<file path="src/hw/rtl/fr32_pkg.sv">
package fr32_pkg;

  localparam int unsigned WordW = 16;
  localparam int unsigned SumW  = 32;
  localparam int unsigned CfgIdxW = 2;

  localparam logic [WordW-1:0] SyncReset   = 16'h55aa;
  localparam logic [WordW-1:0] MaxLenReset = 16'hffff;

  typedef enum logic [CfgIdxW-1:0] {
    CFG_SYNC_WORD   = 2'd0,
    CFG_MAX_LEN     = 2'd1,
    CFG_CK_REQUIRED = 2'd2
  } cfg_idx_e;

  typedef enum logic [1:0] {
    ST_OK      = 2'd0,
    ST_CK_ERR  = 2'd1,
    ST_BAD_LEN = 2'd2
  } status_e;

  typedef enum logic {
    KIND_PAYLOAD = 1'b0,
    KIND_END     = 1'b1
  } kind_e;

  typedef struct packed {
    logic [WordW-1:0] sync_word;
    logic [WordW-1:0] max_len;
    logic             checksum_required;
  } cfg_t;

  typedef struct packed {
    logic             kind;
    logic [WordW-1:0] payload_word;
    logic [WordW-1:0] payload_index;
    logic [WordW-1:0] frame_type;
    logic [WordW-1:0] frame_len;
    logic [1:0]       status;
  } out_item_t;

  localparam int unsigned OutW = $bits(out_item_t);

endpackage

</file>
<file path="src/hw/rtl/fletcher32_frame_receiver.sv">
// Frame receiver for a 16-bit word link, checked with a Fletcher-32 sum.
// Input side is a queue: drive link_word_i with push high; the item is taken
// on a clock edge where full is low. Words are dropped until the sync word,
// then TYPE, LEN, LEN payload words and a 32-bit checksum (low half first).
// Result side is a queue: while empty is low the oldest result is on the
// kind_o .. status_o ports; pop high takes it. Each payload word of a frame
// with LEN not above max length gives one result (kind 0); the last checksum
// word gives one status result (kind 1). A result passes from the input queue
// through the parser into the output queue; pop takes it on a clock edge.
// Throughput: one word per cycle while the output queue is not full; each word
// is one accumulate step with the parser's two 32-bit adders; the checksum
// fold is done on the low checksum word, so status is a single 32-bit compare.
// When the result side stalls, the output queue fills, the parser holds and
// the input queue fills behind it until full rises; nothing is lost.
// Reset clears both queues, returns the parser to sync hunt and loads the
// registers with their defaults (sync 0x55aa, max length 0xffff, zero
// checksum accepted). Write registers through cfg_we_i / cfg_idx_i /
// cfg_data_i only while the block is idle.
module fletcher32_frame_receiver #(
  parameter int unsigned IN_DEPTH  = 4,
  parameter int unsigned OUT_DEPTH = 4
) (
  input  logic                              clk_i,
  input  logic                              rst_ni,
  input  logic                              cfg_we_i,
  input  logic [fr32_pkg::CfgIdxW-1:0]      cfg_idx_i,
  input  logic [fr32_pkg::WordW-1:0]        cfg_data_i,
  input  logic                              push,
  output logic                              full,
  input  logic [fr32_pkg::WordW-1:0]        link_word_i,
  output logic                              empty,
  input  logic                              pop,
  output logic                              kind_o,
  output logic [fr32_pkg::WordW-1:0]        payload_word_o,
  output logic [fr32_pkg::WordW-1:0]        payload_index_o,
  output logic [fr32_pkg::WordW-1:0]        frame_type_o,
  output logic [fr32_pkg::WordW-1:0]        frame_len_o,
  output logic [1:0]                        status_o
);

  fr32_pkg::cfg_t              cfg_q, cfg_d;
  fr32_pkg::out_item_t         item, head;
  logic [fr32_pkg::WordW-1:0]  word;
  logic [fr32_pkg::OutW-1:0]   head_bits;
  logic                        word_empty, word_pop, item_push, item_full;

  always_comb begin
    cfg_d = cfg_q;
    if (cfg_we_i) begin
      case (cfg_idx_i)
        fr32_pkg::CFG_SYNC_WORD:   cfg_d.sync_word = cfg_data_i;
        fr32_pkg::CFG_MAX_LEN:     cfg_d.max_len = cfg_data_i;
        fr32_pkg::CFG_CK_REQUIRED: cfg_d.checksum_required = cfg_data_i[0];
        default: ;
      endcase
    end
  end

  always_ff @(posedge clk_i or negedge rst_ni) begin
    if (!rst_ni) begin
      cfg_q.sync_word         <= fr32_pkg::SyncReset;
      cfg_q.max_len           <= fr32_pkg::MaxLenReset;
      cfg_q.checksum_required <= 1'b0;
    end else begin
      cfg_q <= cfg_d;
    end
  end

  fr32_fifo #(
    .WIDTH(fr32_pkg::WordW),
    .DEPTH(IN_DEPTH)
  ) u_in_fifo (
    .clk_i   (clk_i),
    .rst_ni  (rst_ni),
    .push_i  (push),
    .wdata_i (link_word_i),
    .full_o  (full),
    .pop_i   (word_pop),
    .rdata_o (word),
    .empty_o (word_empty)
  );

  fr32_parser u_parser (
    .clk_i        (clk_i),
    .rst_ni       (rst_ni),
    .cfg_i        (cfg_q),
    .word_i       (word),
    .word_valid_i (!word_empty),
    .word_pop_o   (word_pop),
    .item_o       (item),
    .item_push_o  (item_push),
    .item_full_i  (item_full)
  );

  fr32_fifo #(
    .WIDTH(fr32_pkg::OutW),
    .DEPTH(OUT_DEPTH)
  ) u_out_fifo (
    .clk_i   (clk_i),
    .rst_ni  (rst_ni),
    .push_i  (item_push),
    .wdata_i (item),
    .full_o  (item_full),
    .pop_i   (pop),
    .rdata_o (head_bits),
    .empty_o (empty)
  );

  assign head            = fr32_pkg::out_item_t'(head_bits);
  assign kind_o          = head.kind;
  assign payload_word_o  = head.payload_word;
  assign payload_index_o = head.payload_index;
  assign frame_type_o    = head.frame_type;
  assign frame_len_o     = head.frame_len;
  assign status_o        = head.status;

endmodule

</file>
<file path="src/hw/rtl/fr32_fifo.sv">
module fr32_fifo #(
  parameter int unsigned WIDTH = 16,
  parameter int unsigned DEPTH = 4
) (
  input  logic             clk_i,
  input  logic             rst_ni,
  input  logic             push_i,
  input  logic [WIDTH-1:0] wdata_i,
  output logic             full_o,
  input  logic             pop_i,
  output logic [WIDTH-1:0] rdata_o,
  output logic             empty_o
);

  localparam int unsigned PtrW = (DEPTH > 1) ? $clog2(DEPTH) : 1;
  localparam int unsigned CntW = $clog2(DEPTH + 1);

  logic [WIDTH-1:0] mem_q [DEPTH];
  logic [PtrW-1:0]  wr_ptr_q, wr_ptr_d, rd_ptr_q, rd_ptr_d;
  logic [CntW-1:0]  cnt_q, cnt_d;
  logic             do_push, do_pop;

  assign full_o  = (cnt_q == CntW'(DEPTH));
  assign empty_o = (cnt_q == '0);
  assign do_push = push_i && !full_o;
  assign do_pop  = pop_i && !empty_o;
  assign rdata_o = mem_q[rd_ptr_q];

  always_comb begin
    wr_ptr_d = wr_ptr_q;
    rd_ptr_d = rd_ptr_q;
    cnt_d    = cnt_q;
    if (do_push) begin
      wr_ptr_d = (wr_ptr_q == PtrW'(DEPTH - 1)) ? '0 : wr_ptr_q + 1'b1;
    end
    if (do_pop) begin
      rd_ptr_d = (rd_ptr_q == PtrW'(DEPTH - 1)) ? '0 : rd_ptr_q + 1'b1;
    end
    if (do_push && !do_pop) begin
      cnt_d = cnt_q + 1'b1;
    end else if (do_pop && !do_push) begin
      cnt_d = cnt_q - 1'b1;
    end
  end

  always_ff @(posedge clk_i) begin
    if (do_push) begin
      mem_q[wr_ptr_q] <= wdata_i;
    end
  end

  always_ff @(posedge clk_i or negedge rst_ni) begin
    if (!rst_ni) begin
      wr_ptr_q <= '0;
      rd_ptr_q <= '0;
      cnt_q    <= '0;
    end else begin
      wr_ptr_q <= wr_ptr_d;
      rd_ptr_q <= rd_ptr_d;
      cnt_q    <= cnt_d;
    end
  end

endmodule

</file>
<file path="src/hw/rtl/fr32_parser.sv">
module fr32_parser (
  input  logic                                clk_i,
  input  logic                                rst_ni,
  input  fr32_pkg::cfg_t                      cfg_i,
  input  logic [fr32_pkg::WordW-1:0]          word_i,
  input  logic                                word_valid_i,
  output logic                                word_pop_o,
  output fr32_pkg::out_item_t                 item_o,
  output logic                                item_push_o,
  input  logic                                item_full_i
);

  typedef enum logic [5:0] {
    PH_HUNT = 6'b000001,
    PH_TYPE = 6'b000010,
    PH_LEN  = 6'b000100,
    PH_DATA = 6'b001000,
    PH_CKLO = 6'b010000,
    PH_CKHI = 6'b100000
  } phase_e;

  localparam int unsigned WW = fr32_pkg::WordW;
  localparam int unsigned SW = fr32_pkg::SumW;

  phase_e        phase_q, phase_d;
  logic [WW-1:0] type_q, type_d, len_q, len_d, seen_q, seen_d, ck_lo_q, ck_lo_d;
  logic [SW-1:0] first_q, first_d, second_q, second_d, ck_q, ck_d;
  logic          oversize_q, oversize_d;
  logic          fire, emit;
  logic [WW-1:0] seen_next;
  logic [SW-1:0] acc_first, rx;
  logic [SW-1:0] ck_raw;

  function automatic logic [WW-1:0] mod65535(input logic [SW-1:0] x);
    logic [WW:0]   s;
    logic [WW-1:0] t;
    s = {1'b0, x[SW-1:WW]} + {1'b0, x[WW-1:0]};
    t = s[WW-1:0] + {{(WW-1){1'b0}}, s[WW]};
    return (t == {WW{1'b1}}) ? '0 : t;
  endfunction

  assign fire       = word_valid_i && !item_full_i;
  assign word_pop_o = fire;
  assign acc_first  = first_q + {{(SW-WW){1'b0}}, word_i};
  assign seen_next  = seen_q + 1'b1;
  assign rx         = {word_i, ck_lo_q};
  assign ck_raw     = {mod65535(second_q), mod65535(first_q)};

  always_comb begin
    phase_d    = phase_q;
    type_d     = type_q;
    len_d      = len_q;
    seen_d     = seen_q;
    ck_lo_d    = ck_lo_q;
    first_d    = first_q;
    second_d   = second_q;
    ck_d       = ck_q;
    oversize_d = oversize_q;
    emit       = 1'b0;
    item_o               = '0;
    item_o.frame_type    = type_q;
    item_o.frame_len     = len_q;
    if (fire) begin
      case (phase_q)
        PH_TYPE: begin
          type_d   = word_i;
          first_d  = {{(SW-WW){1'b0}}, word_i};
          second_d = {{(SW-WW){1'b0}}, word_i};
          phase_d  = PH_LEN;
        end
        PH_LEN: begin
          len_d      = word_i;
          first_d    = acc_first;
          second_d   = second_q + acc_first;
          oversize_d = (word_i > cfg_i.max_len);
          seen_d     = '0;
          phase_d    = (word_i == '0) ? PH_CKLO : PH_DATA;
        end
        PH_DATA: begin
          first_d  = acc_first;
          second_d = second_q + acc_first;
          seen_d   = seen_next;
          if (seen_next >= len_q) begin
            phase_d = PH_CKLO;
          end
          emit                 = !oversize_q;
          item_o.kind          = fr32_pkg::KIND_PAYLOAD;
          item_o.payload_word  = word_i;
          item_o.payload_index = seen_q;
        end
        PH_CKLO: begin
          ck_lo_d = word_i;
          ck_d    = (ck_raw == '0) ? {SW{1'b1}} : ck_raw;
          phase_d = PH_CKHI;
        end
        PH_CKHI: begin
          emit        = 1'b1;
          item_o.kind = fr32_pkg::KIND_END;
          if (oversize_q) begin
            item_o.status = fr32_pkg::ST_BAD_LEN;
          end else if (rx == '0) begin
            item_o.status = cfg_i.checksum_required ? fr32_pkg::ST_CK_ERR : fr32_pkg::ST_OK;
          end else begin
            item_o.status = (rx == ck_q) ? fr32_pkg::ST_OK : fr32_pkg::ST_CK_ERR;
          end
          phase_d = PH_HUNT;
        end
        default: begin
          phase_d = (word_i == cfg_i.sync_word) ? PH_TYPE : PH_HUNT;
        end
      endcase
    end
  end

  assign item_push_o = emit;

  always_ff @(posedge clk_i or negedge rst_ni) begin
    if (!rst_ni) begin
      phase_q    <= PH_HUNT;
      type_q     <= '0;
      len_q      <= '0;
      seen_q     <= '0;
      ck_lo_q    <= '0;
      first_q    <= '0;
      second_q   <= '0;
      ck_q       <= '0;
      oversize_q <= 1'b0;
    end else begin
      phase_q    <= phase_d;
      type_q     <= type_d;
      len_q      <= len_d;
      seen_q     <= seen_d;
      ck_lo_q    <= ck_lo_d;
      first_q    <= first_d;
      second_q   <= second_d;
      ck_q       <= ck_d;
      oversize_q <= oversize_d;
    end
  end

endmodule
</file>
<file path="config.mk">
export PLATFORM = sky130hd
export DESIGN_NAME = fletcher32_frame_receiver
export DESIGN_NICKNAME = d
export VERILOG_FILES = /design/src/hw/rtl/fr32_pkg.sv /design/src/hw/rtl/fletcher32_frame_receiver.sv /design/src/hw/rtl/fr32_fifo.sv /design/src/hw/rtl/fr32_parser.sv
export SDC_FILE = /design/constraint.sdc
export NUM_CORES = 1
export LEC_CHECK = 0
export BUFFER_PORTS_ARGS = -buffer_cell sky130_fd_sc_hd__buf_4
export CAP_MARGIN = 20
export CORE_UTILIZATION = 56
export CTS_CLUSTER_DIAMETER = 30
export DETAILED_ROUTE_END_ITERATION = 7
export PLACE_DENSITY = 0.72
export SLEW_MARGIN = 20
export SYNTH_ARGS = -nofsm -noshare
export SYNTH_HDL_FRONTEND = slang
export SYNTH_SLANG_ARGS = --single-unit
export TNS_END_PERCENT = 10
</file>
<file path="constraint.sdc">
create_clock -name clk_i -period 6.82 [get_ports clk_i]
set_input_delay 1.364 -clock clk_i [delete_from_list [all_inputs] [get_ports clk_i]]
set_output_delay 1.364 -clock clk_i [all_outputs]
set_load 0.05 [all_outputs]
</file>
==> results.yml, run 1 <==
floorplanning:
  dieArea_um2: 51000
  initial_utilization: 0.571
  io_pins: 108
  die_y_um: 226
  die_w_um: 226
  coreArea_um2: 49200
  num_rows: 81
sta:
  whs_ns: 0.474
  finClkSkew_ns: 0.0429
  fin_setup_tns_ns: 0
  max_slew.worst_pin.slew_ns: 1.07
  min_period_over_period: 0.926
  finalHoldViolations: 0
  max_slew_margin: 0.280
  slew_viol_final: 0
  max_clock_freq_mhz: 158
  rsz0062_at_grt: "no"
  min_period_ns: 6.31
  setup_ws_ns: 0.506
  setup_viol: 0
place:
  dp_slack_ns: 0.297
  place_congestion: 0.924
  port_buffers: 107
  place_hpwl_mm: 46.9
routing:
  first_pass_iters: 6
  routedWlPerCell_um: 22.6
  via_per_inst: 6.09
  ant_nets: 0
  dr_total_vias: 19300
  drt_iter0_markers: 1611
  drc_errors: 0
  routed_wl_mm: 71.8
clocking:
  clock_latency_ns: 0.66
  cts_sinks: 546
  cts_max_level: 3
  clk_pin_slew_ns: 0.05
  numCtsBuffers: 105
  cts_buffer_depth: 3
  ctsHoldBuffers: 0
  cts-root-buf: "clkbuf_16"
  cts_tree: "yes"
grt:
  grt_overflow_total: 0
  grt_pass1_vias: 19800
  grt_pass1_wl_mm: 111
  antenna_found_initial: 3
  grt_max_degree: 129
  grt.total_usage: 0.288
power:
  p_total_uw: 12000
  p_leak_uw: 0.0143
  powerDensity_nw_per_um2: 360
  ir_worst_vdd_mv: 0.268
synth:
  syn_nets: 2435
  yosys.area.top_type: "edfxtp_1"
  postSynthAreaPerCell_um2: 12.4
  synth_most_common_cell: "edfxtp_1"
  synth_area_um2: 28100
  ys_seq_elements: 546
  synthDistinctLibCells: 94
  synth_edf_count: 332
  syn-instance-count: 2262
  synthArstFlopShare: 0.392
  synth_commonest_cells: "edfxtp_1, nand2_1, dfrtp_1, ha_1, o21ai_0"
  synth.area.top_cells: "edfxtp_1, dfrtp_1, mux4_2"
  yosysWarnings: 0
  synth_top_cell_area_share: 0.355
  ys_seq_area_frac: 0.547
  ys.flop_type: "edfxtp_1"
finish:
  drive_above_1_share: 0.218
  fin_nets: 2588
  antenna_cells: 0
  synthToLayoutAreaGrowth_pct: 19.0
setup_path:
  crit_top_cell: "o21bai_1"
  cpMaxStageDelayCell: "fa_1"
  cp_max_fo: 18
  crit_arrival_ns: 6.82
  endpoint_kind: "register"
  crit_type: "register to register"
  start_kind: "register"
  worstPathRequired_ns: 7.33
  crit_path_max_incr_delay_ns: 0.40
outcome:
  status: "finished, final reports clean"
job:
  drv_cap: 0
hold_path:
  hold_class: "register to register"
-- layout by cell type, fill, tap and decap left out, drive strengths merged, types with 82 or more instances in the layout --
cell type,netlist,routed
nand2,200,200
mux4,82,82
a21oi,101,101
o21ai,120,120
xnor2,103,103
edfxtp,332,332
nor2,110,110
ha,128,128
buf,18,149
dfrtp,189,189
clkbuf,86,129
-- final timing paths --
kind | depth (start not counted) | to | from | slack [ns]
worst max-delay path | 29 | u_parser.second_q[31] | u_in_fifo.rd_ptr_q[1] | 0.51
worst min-delay path | 0 | u_out_fifo.mem_q[1][19] | u_parser.type_q[1] | 0.47
worst max register to register | 29 | u_parser.second_q[31] | u_in_fifo.rd_ptr_q[1] | 0.51
worst min register to register | 0 | u_out_fifo.mem_q[1][19] | u_parser.type_q[1] | 0.47
max in group asynchronous | 2 | u_out_fifo.rd_ptr_q[0] | rst_ni | 4.85
min in group asynchronous | 1 | u_in_fifo.wr_ptr_q[1] | rst_ni | 0.75
-- flip-flops by register name (all words and copies together) (netlist names), 6 cells and up --
name               cells
u_parser.ck_q         32
cfg_q                 33
u_parser.ck_lo_q      16
u_parser.first_q      32
u_parser.phase_q       6
u_parser.second_q     32
u_in_fifo.mem_q       64
u_parser.type_q       16
u_parser.len_q        16
u_out_fifo.mem_q     268
u_parser.seen_q       16
-- metrics by stage --
step,utilization,instance area [um^2],instances
after floorplan,-,28100,2262
final,0.680,33400,3172
after global placement,0.604,29700,2970
after detailed placement,0.604,29700,2970
after CTS,0.679,33400,3170
after global routing,0.680,33400,3172
-- cell type report --
type	count	area (um^2)
Sequential cell	546	15400
Tap cell	664	831
Inverter	68	256
Clock buffer	128	2780
Clock inverter	72	911
Multi-Input combinational cell	1544	12100
Fill cell	3420	15700
Timing Repair Buffer	150	1150
-- power by group --
part	internal (uW)	switching, uW	total (uW)
Combinational	1090	1850	2940
Clock	3460	1800	5270
Sequential	3680	157	3830
-- routing by layer --
| metal | vias to the layer above | wire [um] | GRT usage |
|---|---|---|---|
| li1 | 8827 | - | - |
| met4 | 0 | 3110 | 0.139 |
| met5 | - | 0 | 0 |
| met3 | 185 | 4530 | 0.0507 |
| met2 | 715 | 35900 | 0.491 |
| met1 | 9604 | 28300 | 0.355 |
-- cell families (layout without fill, tap and decap cells) --
family	count (synthesis)	in the layout	share of synthesized area
muxes	144	144	0.0904
adders and majority gates	134	134	0.0613
and+or+nand+nor	633	633	0.114
AOI/OAI and AO/OA	459	459	0.109
xor gates and xnor gates	174	174	0.0545
DFF	546	546	0.547
buffers and inverters	172	418	0.0237
-- what timing repair did --
action,in CTS,in global routing
setup endpoints to repair,0,25
setup buffers,0,2
gates resized for setup,0,7
endpoints found under the hold margin,0,0
-- worst max-delay path: cells and delay by family (launching register included) --
family	cells	cell delay, ns
xor gates and xnor gates	2	0.36
buffers and inverters	2	0.34
muxes	1	0.20
DFF	1	0.37
AOI/OAI and AO/OA	16	3.16
adders and majority gates	3	1.01
and+or+nand+nor	5	0.73
No activity file was read; power rests on OpenSTA's default activity.
==> run 2: changes to the inputs <==
--- a/config.mk
+++ b/config.mk
@@ -7,12 +7,13 @@
 export LEC_CHECK = 0
 export BUFFER_PORTS_ARGS = -buffer_cell sky130_fd_sc_hd__buf_4
 export CAP_MARGIN = 20
-export CORE_UTILIZATION = 56
+export CORE_UTILIZATION = 57
 export CTS_CLUSTER_DIAMETER = 30
 export DETAILED_ROUTE_END_ITERATION = 7
-export PLACE_DENSITY = 0.72
+export PLACE_DENSITY = 0.73
 export SLEW_MARGIN = 20
 export SYNTH_ARGS = -nofsm -noshare
 export SYNTH_HDL_FRONTEND = slang
+export SYNTH_HIERARCHICAL = 1
 export SYNTH_SLANG_ARGS = --single-unit
 export TNS_END_PERCENT = 10
==> run 2 against run 1 <==
  * Clock skew rose by 0.022 ns
  * Register-to-register slack improved by 0.18 ns
  * Die area shrank 1.4%
  * Highest routed layer unchanged
==> results.yml, run 2 <==
power:
  p_seq_frac: 0.343
  p_clk_frac: 0.490
  p_leak_uw: 0.0133
  powerDensity_nw_per_um2: 326
  comb_power_share: 0.166
  swShare: 0.282
  p_int_uw: 7820
  ir_worst_vdd_mv: 0.287
  p_sw_uw: 3070
grt:
  antenna_found_initial: 0
  grt_overflow_total: 0
  grt_pass1_wl_mm: 111
  grt.total_usage: 0.289
  grt_pass1_vias: 19400
  grt_max_degree: 117
finish:
  drive_above_1_share: 0.229
  final_common_cell: "edfxtp_1"
  instances_no_fill: 3122
  synthToLayoutAreaGrowth_pct: 18.4
  top_regs: "u_out_fifo/mem_q (268), u_in_fifo/mem_q (64), cfg_q (33)"
  antenna_cells: 0
  n_fill_cell: 3390
  top_register: "u_out_fifo/mem_q"
  fin_nets: 2541
  final_util: 0.683
  final_cell_mix: "edfxtp_1, nand2_1, dfrtp_1"
  largest_reg_flops: 268
floorplanning:
  coreArea_um2: 48800
  die_w_um: 224
  dieArea_um2: 50300
  initial_utilization: 0.577
  num_rows: 81
  io_pins: 108
  die_y_um: 224
clocking:
  cts_buffer_depth: 3
  post_cts_buffers: 0
  post_cts_resized: 0
  cts-root-buf: "clkbuf_16"
  ctsHoldBuffers: 0
  cts_max_level: 3
  cts_sinks: 546
  clock_latency_ns: 0.66
  cts_tree: "yes"
  clk_pin_slew_ns: 0.05
  numCtsBuffers: 102
synth:
  postSynthAreaPerCell_um2: 12.7
  yosys.area.top_type: "edfxtp_1"
  yosysWarnings: 6
  ys_seq_elements: 546
  ys_seq_area_frac: 0.545
  syn-instance-count: 2222
  synthArstFlopShare: 0.392
  synth_edf_count: 332
  synth_top_cell_area_share: 0.354
  ys.flop_type: "edfxtp_1"
  syn_nets: 2395
  synthDistinctLibCells: 100
  synth_area_um2: 28200
  synth.area.top_cells: "edfxtp_1, dfrtp_1, mux4_2"
  synth_commonest_cells: "edfxtp_1, nand2_1, dfrtp_1, ha_1, o21ai_0"
  synth_most_common_cell: "edfxtp_1"
routing:
  first_pass_iters: 5
  drc_errors: 0
  routedWlPerCell_um: 22.8
  drt_iter0_markers: 1396
  ant_nets: 0
  dr_total_vias: 19100
  routed_wl_mm: 71.3
  via_per_inst: 6.11
setup_path:
  cp_max_fo: 15
  crit_type: "register to register"
  worstPathRequired_ns: 7.33
  rrSetupSlack_ns: 0.68
  crit_arrival_ns: 6.65
  start_kind: "register"
  endpoint_kind: "register"
job:
  drv_cap: 0
sta:
  setup_viol: 0
  slew_viol_final: 0
  min_period_over_period: 0.900
  max_slew_margin: 0.339
  rsz0062_at_grt: "no"
  fin_setup_tns_ns: 0
  finalHoldViolations: 0
  min_period_ns: 6.14
  max_clock_freq_mhz: 163
  finClkSkew_ns: 0.0652
  max_slew.worst_pin.slew_ns: 0.992
place:
  place_hpwl_mm: 45.6
  dp_cells: 2928
  place_congestion: 0.908
  port_buffers: 107
hold_path:
  hold_class: "register to register"
outcome:
  status: "finished, final reports clean"
[run 2: cells by family (layout without fill, tap and decap cells)]
group / Yosys count / count (layout) / share of synthesized area
adders and majority gates: 134 / 134 / 0.0611
xor gates and xnor gates: 174 / 174 / 0.0557
DFF: 546 / 546 / 0.545
buffers and inverters: 171 / 407 / 0.0274
muxes: 171 / 171 / 0.101
and+or+nand+nor: 622 / 622 / 0.117
AOI/OAI and AO/OA: 404 / 404 / 0.0936
[run 2: final timing paths]
check                                      startpoint                      end  depth (start not counted)
worst max-delay path            u_in_fifo/rd_ptr_q[0]    u_parser/second_q[31]                         24
worst min-delay path              u_parser/type_q[12]  u_out_fifo/mem_q[0][30]                          0
worst max register to register  u_in_fifo/rd_ptr_q[0]    u_parser/second_q[31]                         24
worst min register to register    u_parser/type_q[12]  u_out_fifo/mem_q[0][30]                          0
max in group asynchronous                      rst_ni        u_parser/ck_q[11]                          2
min in group asynchronous                      rst_ni     u_parser/first_q[26]                          1
[run 2: area by class of cell]
type                       instances  area (um^2)  area share
timing repair buffer             137         1050      0.0314
clock inverter                    78         1070      0.0320
tap                              664          831      0.0249
clock buffer                     116         2690      0.0805
inverter                          76          285     0.00855
multi-input combinational       1505        12100       0.362
sequential                       546        15400       0.460
[run 2: worst max-delay path, stage by stage, from the launching register on]
cell	delay, ns
dfrtp_1	0.50
buf_4	0.34
mux4_2	0.60
ha_1	0.36
a21boi_0	0.26
o21ai_0	0.17
a21boi_0	0.35
o2111ai_1	0.21
and4b_1	0.24
o31ai_1	0.24
buf_4	0.22
and3_1	0.22
xor2_1	0.18
ha_1	0.31
o21a_1	0.20
o21ai_0	0.19
nand2b_1	0.10
nand2_1	0.12
or3_1	0.11
o221ai_1	0.13
a41oi_1	0.30
a21oi_1	0.12
xnor2_1	0.21
o21ai_0	0.10
a22o_1	0.20
[run 2: routing by layer]
layer / share of wire / vias to the layer above / GRT usage
met5: 0 / - / 0
met1: 0.41 / 9585 / 0.379
met4: 0.039 / 0 / 0.124
li1: - / 8626 / -
met3: 0.056 / 180 / 0.0436
met2: 0.49 / 692 / 0.483
[run 2: power groups by stage]
stage | clock (uW) | combinational [uW] | sequential [uW]
after floorplan | 0 | 1140 | 3770
after global placement | 0 | 1730 | 3790
after detailed placement | 0 | 1770 | 3800
after CTS | 5400 | 1790 | 3740
after global routing | 5560 | 1930 | 3750
final | 5340 | 1810 | 3740
[run 2: through the flow]
| stage | setup slack [ns] | power (uW) | hold slack, ns | area, um^2 |
|---|---|---|---|---|
| final | 0.685 | 10900 | 0.506 | 33400 |
| after floorplan | 1.13 | 4910 | 0.468 | 28200 |
| after CTS | 0.636 | 10900 | 0.515 | 33400 |
| after global placement | 0.862 | 5520 | 0.483 | 29600 |
| after detailed placement | 0.715 | 5570 | 0.500 | 29600 |
| after global routing | 0.167 | 11200 | 0.531 | 33400 |
